**config.mk**
```make
export PLATFORM = sky130hd
export DESIGN_NAME = pwm_duty_capture_qualifier
export DESIGN_NICKNAME = d
export VERILOG_FILES = /design/src/sv/pdcq_pkg.sv /design/src/sv/pwm_duty_capture_qualifier.sv /design/src/sv/pdcq_csr.sv /design/src/sv/pdcq_core.sv
export SDC_FILE = /design/constraint.sdc
export NUM_CORES = 1
export LEC_CHECK = 0
export BUFFER_PORTS_ARGS = -buffer_cell sky130_fd_sc_hd__buf_4
export CAP_MARGIN = 20
export CORE_ASPECT_RATIO = 1.1
export CORE_UTILIZATION = 45
export CTS_CLUSTER_DIAMETER = 40
export DETAILED_ROUTE_END_ITERATION = 10
export GPL_ROUTABILITY_DRIVEN = 0
export SLEW_MARGIN = 30
export SYNTH_ARGS = -nofsm -noshare
export SYNTH_HDL_FRONTEND = slang
export SYNTH_HIERARCHICAL = 1
export SYNTH_SLANG_ARGS = --single-unit
export TNS_END_PERCENT = 30
```
**constraint.sdc**
```tcl
create_clock -name clock -period 8.86 [get_ports clock]
set_input_delay 1.329 -clock clock [delete_from_list [all_inputs] [get_ports clock]]
set_output_delay 1.329 -clock clock [all_outputs]
set_load 0.03 [all_outputs]
```
**src/sv/pdcq_pkg.sv**
```systemverilog
// Shared types and constants of the PWM duty capture qualifier.
package pdcq_pkg;

   // Duty and counter widths
   localparam int DUTY_W  = 10;
   localparam int COUNT_W = 4;
   localparam int INDEX_W = 3;

   // Full scale duty, seen through the 10-bit duty field
   localparam int                FULL_SCALE      = 1000;
   localparam logic [DUTY_W-1:0] FULL_SCALE_DUTY = DUTY_W'(FULL_SCALE);
   localparam logic [COUNT_W-1:0] COUNT_MAX      = '1;

   // Register reset values
   localparam logic [DUTY_W-1:0]  RST_LOW_ENTER     = 10'd10;
   localparam logic [DUTY_W-1:0]  RST_LOW_EXIT      = 10'd20;
   localparam logic [DUTY_W-1:0]  RST_HIGH_ENTER    = 10'd990;
   localparam logic [DUTY_W-1:0]  RST_HIGH_EXIT     = 10'd980;
   localparam logic [COUNT_W-1:0] RST_ENTER_COUNT   = 4'd2;
   localparam logic [COUNT_W-1:0] RST_EXIT_COUNT    = 4'd4;
   localparam logic [COUNT_W-1:0] RST_TIMEOUT_LIMIT = 4'd2;
   localparam logic [COUNT_W-1:0] RST_LEVEL_CONFIRM = 4'd3;

   // Register indexes on the csr port
   typedef enum logic [INDEX_W-1:0] {
      CSR_LOW_ENTER     = 3'd0,
      CSR_LOW_EXIT      = 3'd1,
      CSR_HIGH_ENTER    = 3'd2,
      CSR_HIGH_EXIT     = 3'd3,
      CSR_ENTER_COUNT   = 3'd4,
      CSR_EXIT_COUNT    = 3'd5,
      CSR_TIMEOUT_LIMIT = 3'd6,
      CSR_LEVEL_CONFIRM = 3'd7
   } csr_index_type;

   // Endpoint lock zone
   typedef enum logic [1:0] {
      ZONE_NORMAL = 2'd0,
      ZONE_LOW    = 2'd1,
      ZONE_HIGH   = 2'd2
   } zone_type;

   // Configuration as seen by the qualifier
   typedef struct packed {
      logic [DUTY_W-1:0]  low_enter_level;
      logic [DUTY_W-1:0]  low_exit_level;
      logic [DUTY_W-1:0]  high_enter_level;
      logic [DUTY_W-1:0]  high_exit_level;
      logic [COUNT_W-1:0] enter_count;
      logic [COUNT_W-1:0] exit_count;
      logic [COUNT_W-1:0] timeout_limit;
      logic [COUNT_W-1:0] level_confirm_count;
   } cfg_type;

   // One input item
   typedef struct packed {
      logic              capture_ready;
      logic [DUTY_W-1:0] captured_duty;
      logic              pin_level;
      logic [DUTY_W-1:0] held_duty;
   } item_type;

   // One result item
   typedef struct packed {
      logic [DUTY_W-1:0] target_duty;
      zone_type          lock_zone;
   } result_type;

endpackage

```
**src/sv/pwm_duty_capture_qualifier.sv**
```systemverilog
// PWM duty capture qualifier: top level with input and result registers.
//
// Usage: one item per tick enters on the req_ stream. req_tuser carries
// capture_ready; req_tdata carries captured_duty, pin_level and held_duty.
// For each item one result leaves on the rsp_ stream with the qualified
// target duty and the lock zone reached after that tick.
// Path: an accepted item waits in the input register, then is qualified
// and loaded into the result register, which drives rsp_tvalid.
// Throughput: one item per cycle while rsp_ is not stalled; the input register
// and the result register form a two-stage pipeline and the qualifier state
// (miss count, level run, zone and zone run) updates in one pass between them.
// Stall: when rsp_tready is low the result register holds; one more item
// waits in the input register, then req_tready drops until rsp_ drains.
// Reset: synchronous, clears both stages, the qualifier state (zone normal)
// and loads the register defaults. The csr_ channel writes a register each
// cycle csr_valid is high (csr_ready is always high); write only while idle.
module pwm_duty_capture_qualifier (
   input  logic                          clock,
   input  logic                          reset,
   // Input items
   input  logic                          req_tvalid,
   output logic                          req_tready,
   input  logic [23:0]                   req_tdata,  // captured_duty[9:0], pin_level[10],
                                                     // held_duty[20:11], zero pad
   input  logic                          req_tuser,  // capture_ready
   // Result items
   output logic                          rsp_tvalid,
   input  logic                          rsp_tready,
   output logic [15:0]                   rsp_tdata,  // target_duty[9:0], lock_zone[11:10],
                                                     // zero pad
   // Configuration writes
   input  logic                          csr_valid,
   output logic                          csr_ready,
   input  logic [pdcq_pkg::INDEX_W-1:0]  csr_index,
   input  logic [pdcq_pkg::DUTY_W-1:0]   csr_data
);

   localparam int DW = pdcq_pkg::DUTY_W;

   pdcq_pkg::cfg_type    cfg;
   pdcq_pkg::item_type   item_ff, item_in;
   logic                 item_valid_ff;
   pdcq_pkg::result_type result;
   pdcq_pkg::result_type result_ff;
   logic                 rsp_valid_ff;
   logic                 advance;
   logic                 step;

   pdcq_csr u_csr (
      .clock     (clock),
      .reset     (reset),
      .csr_valid (csr_valid),
      .csr_ready (csr_ready),
      .csr_index (csr_index),
      .csr_data  (csr_data),
      .cfg       (cfg)
   );

   // Pipeline control
   assign advance    = !rsp_valid_ff || rsp_tready;
   assign step       = item_valid_ff && advance;
   assign req_tready = !item_valid_ff || advance;

   // Unpack the input item
   always_comb begin
      item_in.capture_ready = req_tuser;
      item_in.captured_duty = req_tdata[DW-1:0];
      item_in.pin_level     = req_tdata[DW];
      item_in.held_duty     = req_tdata[2*DW:DW+1];
   end

   // Input register
   always_ff @(posedge clock) begin
      if (reset) begin
         item_valid_ff <= 1'b0;
      end else if (req_tready) begin
         item_valid_ff <= req_tvalid;
      end
   end

   always_ff @(posedge clock) begin
      if (req_tready && req_tvalid) begin
         item_ff <= item_in;
      end
   end

   pdcq_core u_core (
      .clock  (clock),
      .reset  (reset),
      .step   (step),
      .item   (item_ff),
      .cfg    (cfg),
      .result (result)
   );

   // Result register
   always_ff @(posedge clock) begin
      if (reset) begin
         rsp_valid_ff <= 1'b0;
      end else if (advance) begin
         rsp_valid_ff <= item_valid_ff;
      end
   end

   always_ff @(posedge clock) begin
      if (step) begin
         result_ff <= result;
      end
   end

   assign rsp_tvalid = rsp_valid_ff;
   assign rsp_tdata  = {4'b0000, result_ff.lock_zone, result_ff.target_duty};

endmodule

```
**src/sv/pdcq_csr.sv**
```systemverilog
// Configuration register file of the PWM duty capture qualifier.
module pdcq_csr (
   input  logic                          clock,
   input  logic                          reset,
   input  logic                          csr_valid,
   output logic                          csr_ready,
   input  logic [pdcq_pkg::INDEX_W-1:0]  csr_index,
   input  logic [pdcq_pkg::DUTY_W-1:0]   csr_data,
   output pdcq_pkg::cfg_type             cfg
);

   pdcq_pkg::cfg_type cfg_ff;
   pdcq_pkg::cfg_type cfg_in;

   assign csr_ready = 1'b1;
   assign cfg       = cfg_ff;

   // Decode a write into the addressed register
   always_comb begin
      cfg_in = cfg_ff;
      if (csr_valid) begin
         case (pdcq_pkg::csr_index_type'(csr_index))
            pdcq_pkg::CSR_LOW_ENTER:     cfg_in.low_enter_level  = csr_data;
            pdcq_pkg::CSR_LOW_EXIT:      cfg_in.low_exit_level   = csr_data;
            pdcq_pkg::CSR_HIGH_ENTER:    cfg_in.high_enter_level = csr_data;
            pdcq_pkg::CSR_HIGH_EXIT:     cfg_in.high_exit_level  = csr_data;
            pdcq_pkg::CSR_ENTER_COUNT:
               cfg_in.enter_count = csr_data[pdcq_pkg::COUNT_W-1:0];
            pdcq_pkg::CSR_EXIT_COUNT:
               cfg_in.exit_count = csr_data[pdcq_pkg::COUNT_W-1:0];
            pdcq_pkg::CSR_TIMEOUT_LIMIT:
               cfg_in.timeout_limit = csr_data[pdcq_pkg::COUNT_W-1:0];
            pdcq_pkg::CSR_LEVEL_CONFIRM:
               cfg_in.level_confirm_count = csr_data[pdcq_pkg::COUNT_W-1:0];
            default: cfg_in = cfg_ff;
         endcase
      end
   end

   always_ff @(posedge clock) begin
      if (reset) begin
         cfg_ff.low_enter_level     <= pdcq_pkg::RST_LOW_ENTER;
         cfg_ff.low_exit_level      <= pdcq_pkg::RST_LOW_EXIT;
         cfg_ff.high_enter_level    <= pdcq_pkg::RST_HIGH_ENTER;
         cfg_ff.high_exit_level     <= pdcq_pkg::RST_HIGH_EXIT;
         cfg_ff.enter_count         <= pdcq_pkg::RST_ENTER_COUNT;
         cfg_ff.exit_count          <= pdcq_pkg::RST_EXIT_COUNT;
         cfg_ff.timeout_limit       <= pdcq_pkg::RST_TIMEOUT_LIMIT;
         cfg_ff.level_confirm_count <= pdcq_pkg::RST_LEVEL_CONFIRM;
      end else begin
         cfg_ff <= cfg_in;
      end
   end

endmodule

```
**src/sv/pdcq_core.sv**
```systemverilog
// Timeout, level confirm and endpoint lock logic with its state registers.
module pdcq_core (
   input  logic                   clock,
   input  logic                   reset,
   input  logic                   step,
   input  pdcq_pkg::item_type     item,
   input  pdcq_pkg::cfg_type      cfg,
   output pdcq_pkg::result_type   result
);

   localparam int CW = pdcq_pkg::COUNT_W;
   localparam int DW = pdcq_pkg::DUTY_W;

   logic [CW-1:0]      miss_count_ff, miss_count_in;
   logic               candidate_level_ff, candidate_level_in;
   logic [CW-1:0]      level_run_ff, level_run_in;
   pdcq_pkg::zone_type zone_ff, zone_in;
   logic [CW-1:0]      zone_run_ff, zone_run_in;

   logic [CW:0]   miss_inc;
   logic          timed_out;
   logic [CW:0]   level_inc;
   logic          level_confirmed;
   logic [DW-1:0] cand;
   logic [CW-1:0] run_bump;
   logic          enter_done;
   logic          exit_done;
   logic [DW-1:0] duty_out;

   // Miss counter and pin level confirm
   always_comb begin
      miss_inc           = {1'b0, miss_count_ff} + 1'b1;
      timed_out          = miss_inc >= {1'b0, cfg.timeout_limit};
      level_inc          = {1'b0, level_run_ff} + 1'b1;
      level_confirmed    = 1'b0;
      miss_count_in      = miss_count_ff;
      candidate_level_in = candidate_level_ff;
      level_run_in       = level_run_ff;
      cand               = item.held_duty;
      if (item.capture_ready) begin
         miss_count_in = '0;
         cand          = item.captured_duty;
      end else if (timed_out) begin
         miss_count_in = cfg.timeout_limit;
         if (item.pin_level != candidate_level_ff) begin
            candidate_level_in = item.pin_level;
            level_run_in       = CW'(1);
         end else if (level_inc >= {1'b0, cfg.level_confirm_count}) begin
            level_run_in    = cfg.level_confirm_count;
            level_confirmed = 1'b1;
         end else begin
            level_run_in = level_inc[CW-1:0];
         end
         if (level_confirmed) begin
            cand = item.pin_level ? pdcq_pkg::FULL_SCALE_DUTY : '0;
         end
      end else begin
         miss_count_in = miss_inc[CW-1:0];
      end
   end

   // Endpoint lock: three zones with enter and exit run counts
   always_comb begin
      run_bump    = (zone_run_ff == pdcq_pkg::COUNT_MAX) ? zone_run_ff
                                                         : zone_run_ff + 1'b1;
      enter_done  = run_bump >= cfg.enter_count;
      exit_done   = run_bump >= cfg.exit_count;
      zone_in     = zone_ff;
      zone_run_in = zone_run_ff;
      duty_out    = cand;
      case (zone_ff)
         pdcq_pkg::ZONE_NORMAL: begin
            if (cand <= cfg.low_enter_level) begin
               zone_run_in = run_bump;
               if (enter_done) begin
                  zone_in     = pdcq_pkg::ZONE_LOW;
                  zone_run_in = '0;
                  duty_out    = '0;
               end
            end else if (cand >= cfg.high_enter_level) begin
               zone_run_in = run_bump;
               if (enter_done) begin
                  zone_in     = pdcq_pkg::ZONE_HIGH;
                  zone_run_in = '0;
                  duty_out    = pdcq_pkg::FULL_SCALE_DUTY;
               end else begin
                  duty_out = cfg.high_enter_level;
               end
            end else begin
               zone_run_in = '0;
            end
         end
         pdcq_pkg::ZONE_LOW: begin
            duty_out = '0;
            if (cand >= cfg.low_exit_level) begin
               zone_run_in = run_bump;
               if (exit_done) begin
                  zone_in     = pdcq_pkg::ZONE_NORMAL;
                  zone_run_in = '0;
                  duty_out    = cand;
               end
            end else begin
               zone_run_in = '0;
            end
         end
         pdcq_pkg::ZONE_HIGH: begin
            duty_out = pdcq_pkg::FULL_SCALE_DUTY;
            if (cand <= cfg.high_exit_level) begin
               zone_run_in = run_bump;
               if (exit_done) begin
                  zone_in     = pdcq_pkg::ZONE_NORMAL;
                  zone_run_in = '0;
                  duty_out    = cand;
               end
            end else begin
               zone_run_in = '0;
            end
         end
         default: begin
            duty_out = cand;
         end
      endcase
   end

   assign result.target_duty = duty_out;
   assign result.lock_zone   = zone_in;

   // State advances once per item that moves to the result register
   always_ff @(posedge clock) begin
      if (reset) begin
         miss_count_ff      <= '0;
         candidate_level_ff <= 1'b0;
         level_run_ff       <= '0;
         zone_ff            <= pdcq_pkg::ZONE_NORMAL;
         zone_run_ff        <= '0;
      end else if (step) begin
         miss_count_ff      <= miss_count_in;
         candidate_level_ff <= candidate_level_in;
         level_run_ff       <= level_run_in;
         zone_ff            <= zone_in;
         zone_run_ff        <= zone_run_in;
      end
   end

   // Locked zones force the endpoint duty
   a_low_lock_zero: assert property (@(posedge clock) disable iff (reset)
      step && zone_in == pdcq_pkg::ZONE_LOW |-> duty_out == '0)
      else $error("low lock result is not zero");

   a_high_lock_full: assert property (@(posedge clock) disable iff (reset)
      step && zone_in == pdcq_pkg::ZONE_HIGH |-> duty_out == pdcq_pkg::FULL_SCALE_DUTY)
      else $error("high lock result is not full scale");

   // Zone state only moves with an item
   a_zone_hold: assert property (@(posedge clock) disable iff (reset)
      !step |=> $stable(zone_ff) && $stable(zone_run_ff))
      else $error("zone state changed without an item");

   // A zone change restarts the run count
   a_zone_run_clear: assert property (@(posedge clock) disable iff (reset)
      step && zone_in != zone_ff |=> zone_run_ff == '0)
      else $error("run count not cleared on zone change");

   // A ready capture clears the miss counter
   a_miss_clear: assert property (@(posedge clock) disable iff (reset)
      step && item.capture_ready |=> miss_count_ff == '0)
      else $error("miss counter not cleared by capture");

endmodule
```
==> Word-level counts from Yosys, hierarchy flattened <==
Cells that the tools add are included.
Widths: inputs -> output; s select.
{ "totals": {"word_cells": 101, "latch_bits": 0, "ff_bits": 107, "output_inout_bits": 19, "mem_bits_ro": 0, "mem_count": 0, "ramBits": 0, "input_bits": 43} }
{ "classes": {"n_eq_ne": 11, "multipliers": 0, "reduce_logical": 20, "n_bitwise": 1, "add_sub_neg": 3, "muxes": 37, "div_mod_pow": 0, "n_lt_le_gt_ge": 8, "shifts": 0} }
{ "ops": {"columns": ["cell", "count"], "rows": [
  ["$mux 10", 12],
  ["$mux 4", 11],
  ["$pmux 10 s3", 1],
  ["$ge 10x10->1", 2],
  ["$le 10x10->1", 2],
  ["$reduce_and 2->1", 9],
  ["$mux 2", 7],
  ["$eq 3x3->1 const B", 4],
  ["$pmux 4 s3", 1],
  ["$add 4x1->5 const B", 2],
  ["$ge 5x4->1", 2],
  ["$ge 4x4->1", 2],
  ["$eq 3x2->1 const B", 2],
  ["$pmux 2 s3", 1],
  ["$add 4x1->4 const B", 1],
  ["$eq 4x4->1 const B", 1],
  ["$mux 1", 4],
  ["$reduce_and 4->1", 1],
  ["$eq 3x1->1 const B", 1],
  ["$logic_not 3->1", 1],
  ["$reduce_and 3->1", 1],
  ["$reduce_bool 3->1", 1],
  ["$eq 2x1->1 const B", 1],
  ["$eq 2x2->1 const B", 1],
  ["other kinds (6)", 9]
]} }

==> Logic depth before layout (Yosys ltp) <==
{ "depth": {"depth_word": 13, "mapped_depth": 17, "depth_no_buf": 16} }

==> By module <==
Netlist, hierarchy kept.
{ "by_module_without_submodules": {"columns": ["module", "instances", "cells_per_inst", "seq_area_each_um2", "area_per_inst_um2"], "rows": [
  ["pdcq_core", 1, 376, 300.3, 2727.6],
  ["pdcq_csr", 1, 216, 1121.1, 2282.2],
  ["pwm_duty_capture_qualifier", 1, 49, 1061.0, 1158.6]
]} }

==> Worst setup path before layout <==
Ideal clock, no wire load.
{ "synth_path": {"kind": "flip-flop to flip-flop", "start": "register u_core.level_run_ff[0]", "end": "register result_ff, in the netlist rsp_tdata[3] (data pin)", "t_arrival_ps": 4345, "period_less_slack_ps": 4606, "path_slack_ps": 4254, "stages_incl_launch_ff": 18, "n_path_buf": 1, "setup_ps": 261, "path_cell_list": "dfxtp_1 > ha_1 > xor2_1 > ha_1 > o21ai_0 > o21ai_1 > nand3b_1 > nor2b_1 > o21ai_0 > ha_1 > a21o_1 > a221oi_2 > a21oi_1 > o21ai_4 > nor3b_4 > or4_4 > buf_6 > a221o_1"} }
{ "synth_rtl": {"columns": ["element", "line", "rtl"], "rows": [
  ["start: declaration", "pdcq_core.sv:16", "logic [CW-1:0] level_run_ff, level_run_in;"],
  ["start signal: assignment", "pdcq_core.sv:139", "level_run_ff <= level_run_in;"],
  ["end signal: assignment", "pwm_duty_capture_qualifier.sv:107", "result_ff <= result;"],
  ["end: declaration", "pwm_duty_capture_qualifier.sv:44", "pdcq_pkg::result_type result_ff;"]
]} }

==> reports/qor.txt <==
max-cap violations -> 0
synth unique cells -> 68
Setup violations, final -> 0
I/O pin cnt -> 62
input/output buffers -> 53
# rows -> 44
GRT overflow -> 0
sum of negative setup slack -> 0 ps
die area -> 0.01418 mm^2
critical path class -> reg2reg
worst path required time -> 8970 ps
number of global-route vias before repair -> 4575
CTS tree -> yes
DRC violations left -> 0
DP Wirelength -> 9886 um
Post-DRT Antenna Nets -> 0
clock network power share -> 0.371
total track usage -> 0.2002
Post-CTS Setup Repair Bufs -> 0
overall power -> 1.110 mW
Root Buffer -> clkbuf_16
Switching Share -> 0.2813
part of the power in combinational logic -> 0.148
Max-slew headroom -> 0.4159
compound-gate portion of the synthesized area -> 0.1144
Post-Route WL -> 13180 um
Initial DRC Count -> 199
cell leakage power -> 3.229 nW
synthesized area -> 0.006168 mm^2
Clk Latency, worst-skew pair -> 360 ps
number of synthesized flops with an enable pin -> 34
layout net count -> 787
Fin Hold WS -> 480.8 ps
Fin. Hold Viols -> 0
main combinational cell family by area after synthesis -> simple AND/OR/NAND/NOR gates
placed insts -> 854
mux contribution to synthesized area -> 0.09777
Initial DRT Pass Iterations -> 9
Cells after Synth -> 641
FFs w/ async S/R, synth -> 0
RSZ-0062 raised after global routing -> no
Pint -> 0.7976 mW
status -> finished, final reports clean
Seq/Total Area, Yosys -> 0.4024
sequential share of power -> 0.481
Critical Path Sink Type -> register
syn avg cell area -> 9.623 um^2
routed len/inst -> 15.15 um
Post-Synth Simple-Gate Area -> 0.1860
vias post-DR -> 4571
clk buf depth -> 2
CP arrival -> 5720 ps
fin crit share -> 0.6328
Synth Flop Type -> dfxtp_1
final core utilization -> 0.5259
Die Y-Extent -> 124.8 um
PD cells -> 159.0 mW/mm^2
sw power -> 0.3122 mW
clk slew on worst S/H paths -> 80 ps
layout cells sized above 1 -> 0.1297
Starting Density -> 0.4649
first-pass GRT wire length -> 22010 um
commonest non-fill, non-tap cell in the layout -> dfxtp_1
Yosys reg bits -> 107
H-tree lvl count -> 3
adder-cell share of the synthesized area -> 0.1278
final period demand of the worst path -> 5607 ps
Least-Margin Pin Slew -> 867.1 ps
Clock Sinks -> 107
cts repair resizes -> 0
largest net degree at the start of global routing -> 92
yosys warns -> 6
cts bufs inserted -> 9
Layout Cells excl Fill -> 870
Worst IR Drop VDD -> 0.09092 mV
CTS Hold Bufs -> 0
crit path max fanout -> 10
core box area -> 0.01327 mm^2
Slew Limit Fails -> 0
die width -> 113.6 um
fmax -> 178.3 MHz
Antenna Cells -> 0
area added between synthesis and finish -> 13.12%
clk_skew -> 9.981 ps
HP Class -> reg2reg
vias per cell -> 5.254
most frequent cells in the layout -> dfxtp_1 (73), ha_1 (63), inv_1 (59)
initial antenna violation count -> 0
Worst setup SP type -> register
synthesized-area fraction occupied by xor and xnor cells -> 0.008519
[worst paths after layout]
path,cells after the start,to,slack (ps),start
max,16,rsp_tdata[7],3250,u_core/level_run_ff[0]
min,2,u_csr/cfg[37],480,u_csr/cfg[37]
max reg2reg,16,rsp_tdata[7],3250,u_core/level_run_ff[0]
min reg2reg,2,u_csr/cfg[37],480,u_csr/cfg[37]
[Yosys cell counts, drive strengths merged (6+ instances only)]
cell type / count / area (um^2)
edfxtp: 34 / 1021
nand4: 6 / 37.54
nor2: 58 / 217.7
mux2i: 58 / 580.6
nand2b: 53 / 331.6
a22oi: 8 / 60.06
ha: 63 / 788.3
o21ai: 28 / 151.4
a21oi: 25 / 128.9
nor2b: 7 / 43.79
nand3: 9 / 45.04
clkbuf: 13 / 48.80
nor3: 8 / 45.04
inv: 59 / 221.5
buf: 16 / 111.4
dfxtp: 73 / 1461
nand2: 42 / 157.7
[layer usage]
| layer | vias up | part of all wire | global-route usage |
|---|---|---|---|
| met2 | 90 | 0.50 | 0.3393 |
| met4 | 0 | 0.028 | 0.09443 |
| met3 | 23 | 0.031 | 0.02871 |
| met5 | - | 0 | 0 |
| met1 | 2138 | 0.44 | 0.2481 |
| li1 | 2320 | - | - |
[per-stage QoR]
stage / setup slack, ps / area, um^2
after global routing: 2815 / 6978
after floorplan: 4254 / 6180
after CTS: 3263 / 6978
after global placement: 3398 / 6669
after detailed placement: 3296 / 6669
final: 3253 / 6978
[registers in the layout (all words and copies together), names as in the netlist]
| signal | count |
|---|---|
| u_core/zone_run_ff | 4 |
| u_core/miss_count_ff | 4 |
| u_core/candidate_level_ff | 1 |
| item_ff | 22 |
| u_csr/cfg | 56 |
| rsp_tvalid | 1 |
| u_core/zone_ff | 2 |
| rsp_tdata | 12 |
| item_valid_ff | 1 |
| u_core/level_run_ff | 4 |
[cell type report]
class / count / area [um^2]
Fill cell: 1225 / 6290
Multi-Input combinational cell: 449 / 3322
Sequential cell: 107 / 2482
Timing Repair Buffer: 55 / 412.9
Tap cell: 184 / 230.2
Clock buffer: 9 / 225.2
Inverter: 59 / 221.5
Clock inverter: 7 / 83.83
[worst max-delay path, cell delays in order, from the launching register on]
cell,delay [ps]
dfxtp_1,430
ha_1,210
xor2_1,220
ha_1,200
o21ai_0,80
o21ai_1,470
nand3b_1,460
nor2b_1,260
o21ai_0,670
ha_1,400
and3_4,200
a221oi_2,240
a21oi_1,130
o21ai_4,320
nor3b_4,90
or4_4,550
a221o_1,390
[cells by family (layout without fill, tap and decap cells)]
group	Yosys count	in the layout
buffers and inverters	88	130
multiplexers	60	60
XOR/XNOR	6	6
flip-flops	107	107
adder cells (fa/ha/maj)	63	63
AO/OA/AOI/OAI	105	105
other	2	5
AND/OR/NAND/NOR	210	210
[power by group through the flow]
stage                     clock (mW)  sequential, mW  combinational (mW)
final                          0.412           0.534               0.164
after global routing           0.449           0.536               0.183
after CTS                      0.428           0.534               0.165
after detailed placement           0           0.546               0.164
after global placement             0           0.545               0.160
after floorplan                    0           0.551               0.110
Note: power is estimated with default switching activity, not from simulation.
